$ cat src/rtl/ptc_pkg.sv
`default_nettype none
package ptc_pkg;
	localparam int CfgIdxW = 2;
	localparam int CfgDataW = 64;
	localparam logic [CfgIdxW-1:0] REG_TEMP_CAL = 2'd0;
	localparam logic [CfgIdxW-1:0] REG_PCAL_LOW = 2'd1;
	localparam logic [CfgIdxW-1:0] REG_PCAL_HIGH = 2'd2;
	localparam logic [CfgIdxW-1:0] REG_PCAL_LAST = 2'd3;
	localparam int DivSteps = 32;

	typedef struct packed {
		logic [15:0] t1;
		logic [15:0] t2;
		logic [15:0] t3;
		logic [15:0] p1;
		logic [15:0] p2;
		logic [15:0] p3;
		logic [15:0] p4;
		logic [15:0] p5;
		logic [15:0] p6;
		logic [15:0] p7;
		logic [15:0] p8;
		logic [15:0] p9;
	} cal_t;

	typedef struct packed {
		logic [31:0] temp;
		logic [31:0] fine;
		logic [31:0] num;
		logic [31:0] den;
		logic        hi;
		logic        valid;
	} div_req_t;

	typedef struct packed {
		logic [31:0] temp;
		logic [31:0] fine;
		logic [31:0] quo;
		logic        valid;
	} div_rsp_t;

	function automatic logic [31:0] sx16(input logic [15:0] v);
		return {{16{v[15]}}, v};
	endfunction

	function automatic logic [31:0] asr(input logic [31:0] v, input int s);
		return 32'($signed(v) >>> s);
	endfunction
endpackage
`default_nettype wire

$ cat src/rtl/ptc_back.sv
`default_nettype none
module ptc_back (
	input  wire logic           clk,
	input  wire logic           arst_n,
	input  wire logic           en,
	input  wire logic           in_v,
	input  wire ptc_pkg::div_rsp_t rsp,
	input  wire ptc_pkg::cal_t  cal,
	output logic                out_v,
	output logic [31:0]         temp,
	output logic [31:0]         fine,
	output logic [31:0]         pres,
	output logic                ok
);
	logic [31:0] p, p3;
	assign p = rsp.valid ? rsp.quo : 32'd0;
	assign p3 = {3'd0, p[31:3]};

	logic        v_s1, v_s2, v_s3;
	logic [31:0] p_s1, sq_s1, b_s1, t_s1, f_s1;
	logic        ok_s1, ok_s2, ok_s3;
	logic [31:0] p_s2, a_s2, b_s2, t_s2, f_s2;
	logic [31:0] p_s3, t_s3, f_s3;

	always_ff @(posedge clk or negedge arst_n) begin
		if (!arst_n) {v_s1, v_s2, v_s3} <= '0;
		else if (en) {v_s1, v_s2, v_s3} <= {in_v, v_s1, v_s2};
	end

	always_ff @(posedge clk) begin
		if (en) begin
			p_s1 <= p;
			sq_s1 <= (p3 * p3) >> 13;
			b_s1 <= ptc_pkg::asr({2'd0, p[31:2]} * ptc_pkg::sx16(cal.p8), 13);
			t_s1 <= rsp.temp;
			f_s1 <= rsp.fine;
			ok_s1 <= rsp.valid;
			p_s2 <= p_s1;
			a_s2 <= ptc_pkg::asr(ptc_pkg::sx16(cal.p9) * sq_s1, 12);
			b_s2 <= b_s1;
			t_s2 <= t_s1;
			f_s2 <= f_s1;
			ok_s2 <= ok_s1;
			p_s3 <= ok_s2 ? p_s2 + ptc_pkg::asr(a_s2 + b_s2 + ptc_pkg::sx16(cal.p7), 4)
				: 32'd0;
			t_s3 <= t_s2;
			f_s3 <= f_s2;
			ok_s3 <= ok_s2;
		end
	end

	assign out_v = v_s3;
	assign temp = t_s3;
	assign fine = f_s3;
	assign pres = p_s3;
	assign ok = ok_s3;
endmodule
`default_nettype wire

$ cat config.mk
export PLATFORM = sky130hd
export DESIGN_NAME = ptc_back
export DESIGN_NICKNAME = d
export VERILOG_FILES = /design/src/rtl/ptc_pkg.sv /design/src/rtl/ptc_back.sv
export SDC_FILE = /design/constraint.sdc
export NUM_CORES = 2
export LEC_CHECK = 0
export CORE_ASPECT_RATIO = 0.75
export CORE_MARGIN = 2
export CORE_UTILIZATION = 70
export CTS_CLUSTER_SIZE = 8
export DETAILED_ROUTE_END_ITERATION = 8
export DONT_BUFFER_PORTS = 1
export GPL_TIMING_DRIVEN = 1
export PLACE_DENSITY = 0.86
export SYNTH_ARGS = -nofsm -noshare
export SYNTH_HDL_FRONTEND = slang
export SYNTH_SLANG_ARGS = --single-unit
$ cat constraint.sdc
create_clock -name clk -period 14.4 [get_ports clk]
set_clock_uncertainty 0.15 [all_clocks]
set_input_delay 4.32 -clock clk [delete_from_list [all_inputs] [get_ports clk]]
set_output_delay 4.32 -clock clk [all_outputs]
set_load 0.03 [all_outputs]
==> run metrics <==
Synth area leader fa_1; Clock Sinks 371; reg2reg setup slack 5.84 ns; Slew Viols, Final 0; port bufs 0; Fillers 4,401; global-route wire length before repair 192,000 µm; endpoints failing hold 0; share of cells above drive strength 1 0.0231; Post-CTS Resized 0; status finished clean; #FFs+latches synth 371; sequential element share of the synthesized area 0.231; setup violators final 0; Reg clk slew, reported paths 0.05 ns; # Max-Cap Violations 0; Post-CTS Hold Buffers 0; multi-input combinational cell area 32,200 µm²; WL/cell 22.1 µm; Die Width 307 µm; most common cell in the synthesized netlist inv_1; Detail Placement HPWL 88,000 µm; final antenna-violating net count 0; top cell type's share of synthesized area 0.375; RSZ-0062 raised after global routing no; DIE AREA 71,100 µm²; Synth Instances 4,653; grt met2 use 0.543; met3 Use GR 0.101; CTS max path bufs 3; CP max stage delay 0.70 ns; Storage cell area 11,100 µm²; Worst setup EP type flip-flop; Worst Hold Class reg2reg; CTS tree yes; R2R Path Start a_s2[1]$_DFFE_PP_; vias in the first global route 35,735; Via density 6.05; Reg-to-Reg End pres[31]$_SDFFCE_PN0P_; FFs w/ async S/R, synth 0.00809; pin count of the biggest net entering global routing 372; initial core utilization 0.706; hold path cells 0; FMAX 0.0822 GHz; Root Driver clkbuf_16; ys flop type edfxtp_1; Via Count 32,923; GRT overflow 0; post-synth cell types 68; CP Class in2reg; total track usage 0.354; die height 231 µm; fin crit period 12.17 ns; Area Overhead vs Synth 4.17%; crit path DAT 12.31 ns; hold path startpoint f_s2[10]$_DFFE_PP_; met1 GRT Util 0.479; CP Max Fanout 281; number of flops mapped to enable cells by yosys 368; routability congestion estimate 0.955; worst r2r path cells 28; I/O pins 391; synth top area cells fa_1 (38%), edfxtp_1 (23%), ha_1 (9.9%), inv_1 (8.6%), nand2_1 (4.5%); Num CTS Buffers 53; CP startpoint kind primary input; number of post-CTS setup repair buffers 0; Final #Nets 6,100; drt first pass iters 6; most used cell along the critical path fa_1; Tcrit/Tclk final 0.845; mean post-synth cell area 10.4 µm²; relative slew slack 0.218; DRC 0; Worst path slowest cell and2_1; global routing's busiest layer met2; Cell Rows 83; Commonest cells post-synth inv_1 (1,109), fa_1 (904), nand2_1 (583), ha_1 (380), edfxtp_1 (368); Hold EP fine[10]$_DFFE_PP_; initial antenna violation count 5; clock latency on the worst-skew pair 0.61 ns; H-tree Lvls 2; Starting DRT DRC Count 3,803; Post-Synthesis Net Count 6,230; Worst Tran Pin Value 1.17 ns; synth warn 0; core area 68,300 µm²; Cell Area, Synth 48,300 µm²; Critical Path RT 14.54 ns; total negative slack 0 ns; final wirelength 120,000 µm
worst max-delay path by stage:
stage | cells after the start | start | end
after detailed placement | 26 | rsp[0] | sq_s1[18]$_DFFE_PP_
after CTS | 26 | rsp[0] | sq_s1[18]$_DFFE_PP_
after floorplan | 28 | rsp[0] | sq_s1[18]$_DFFE_PP_
after global placement | 26 | rsp[0] | sq_s1[9]$_DFFE_PP_
after global routing | 26 | rsp[0] | sq_s1[18]$_DFFE_PP_
final | 26 | rsp[0] | sq_s1[18]$_DFFE_PP_
cell type report:
cell class                      count  area share
Antenna cell                        7    0.000348
Clock buffer                       66      0.0276
Clock inverter                      5     0.00187
Inverter                         1110      0.0829
Multi-Input combinational cell   2962       0.640
Sequential cell                   371       0.221
Tap cell                          892      0.0222
Timing Repair Buffer               25     0.00373
critical path: cells and delay by family:
kind	cells	cell delay, ns
xor+xnor	1	0.15
fa+ha+maj	9	3.69
simple gates	4	1.16
buf+inv	5	0.70
compound gates	7	1.99
per-layer routing:
layer	up-vias	wire (µm)
met5	-	31
met4	4	5780
met3	400	16000
met2	2115	54700
met1	16401	43800
li1	14003	-
cell usage in the layout, fill, tap and decap left out, types with 17 or more instances in the layout:
cell,Yosys,routed
a21oi_1,70,70
nand2b_1,34,34
and3_1,258,258
nor3_1,36,36
and2_1,143,142
a21o_1,36,36
ha_1,380,380
buf_4,0,25
o21a_1,20,20
fa_1,904,904
nand2_1,583,583
nor2_1,101,101
o21ai_0,54,53
xnor2_1,122,122
clkbuf_16,0,53
nand3_1,17,17
nor2b_1,22,22
inv_1,1109,1109
xor2_1,28,28
edfxtp_1,368,368
stage by stage:
| step | instances | hold WS [ns] | setup slack (ns) | util | instance area (µm²) |
|---|---|---|---|---|---|
| after floorplan | 4653 | 0.250 | 2.63 | - | 48300 |
| after global placement | 5360 | 0.250 | 2.36 | 0.714 | 48800 |
| after detailed placement | 5360 | 0.255 | 2.19 | 0.714 | 48800 |
| after CTS | 5431 | 0.224 | 2.82 | 0.735 | 50200 |
| after global routing | 5431 | 0.237 | 2.32 | 0.735 | 50200 |
| final | 5438 | 0.230 | 2.23 | 0.736 | 50300 |
cell families (layout without fill, tap and decap cells):
family,after synthesis,in the layout,synth area share
buffers and inverters,1320,1206,0.103
muxes,7,7,0.00153
adders and majority gates,1284,1284,0.474
AOI/OAI and AO/OA,279,279,0.0395
other,0,7,0
xor gates and xnor gates,150,150,0.0272
and+or+nand+nor,1242,1242,0.125
DFF,371,371,0.231
flip-flops by register name (all words and copies together) (netlist names), 19 cells and up:
| signal | cells |
|---|---|
| t_s1 | 32 |
| b_s1 | 19 |
| f_s2 | 32 |
| t_s2 | 32 |
| pres | 32 |
| b_s2 | 19 |
| fine | 32 |
| p_s2 | 32 |
| temp | 32 |
| a_s2 | 20 |
| sq_s1 | 19 |
| f_s1 | 32 |
| p_s1 | 32 |
Power is not shown: default switching activity piles up to over one toggle a cycle in this logic, so the estimate is an artifact.
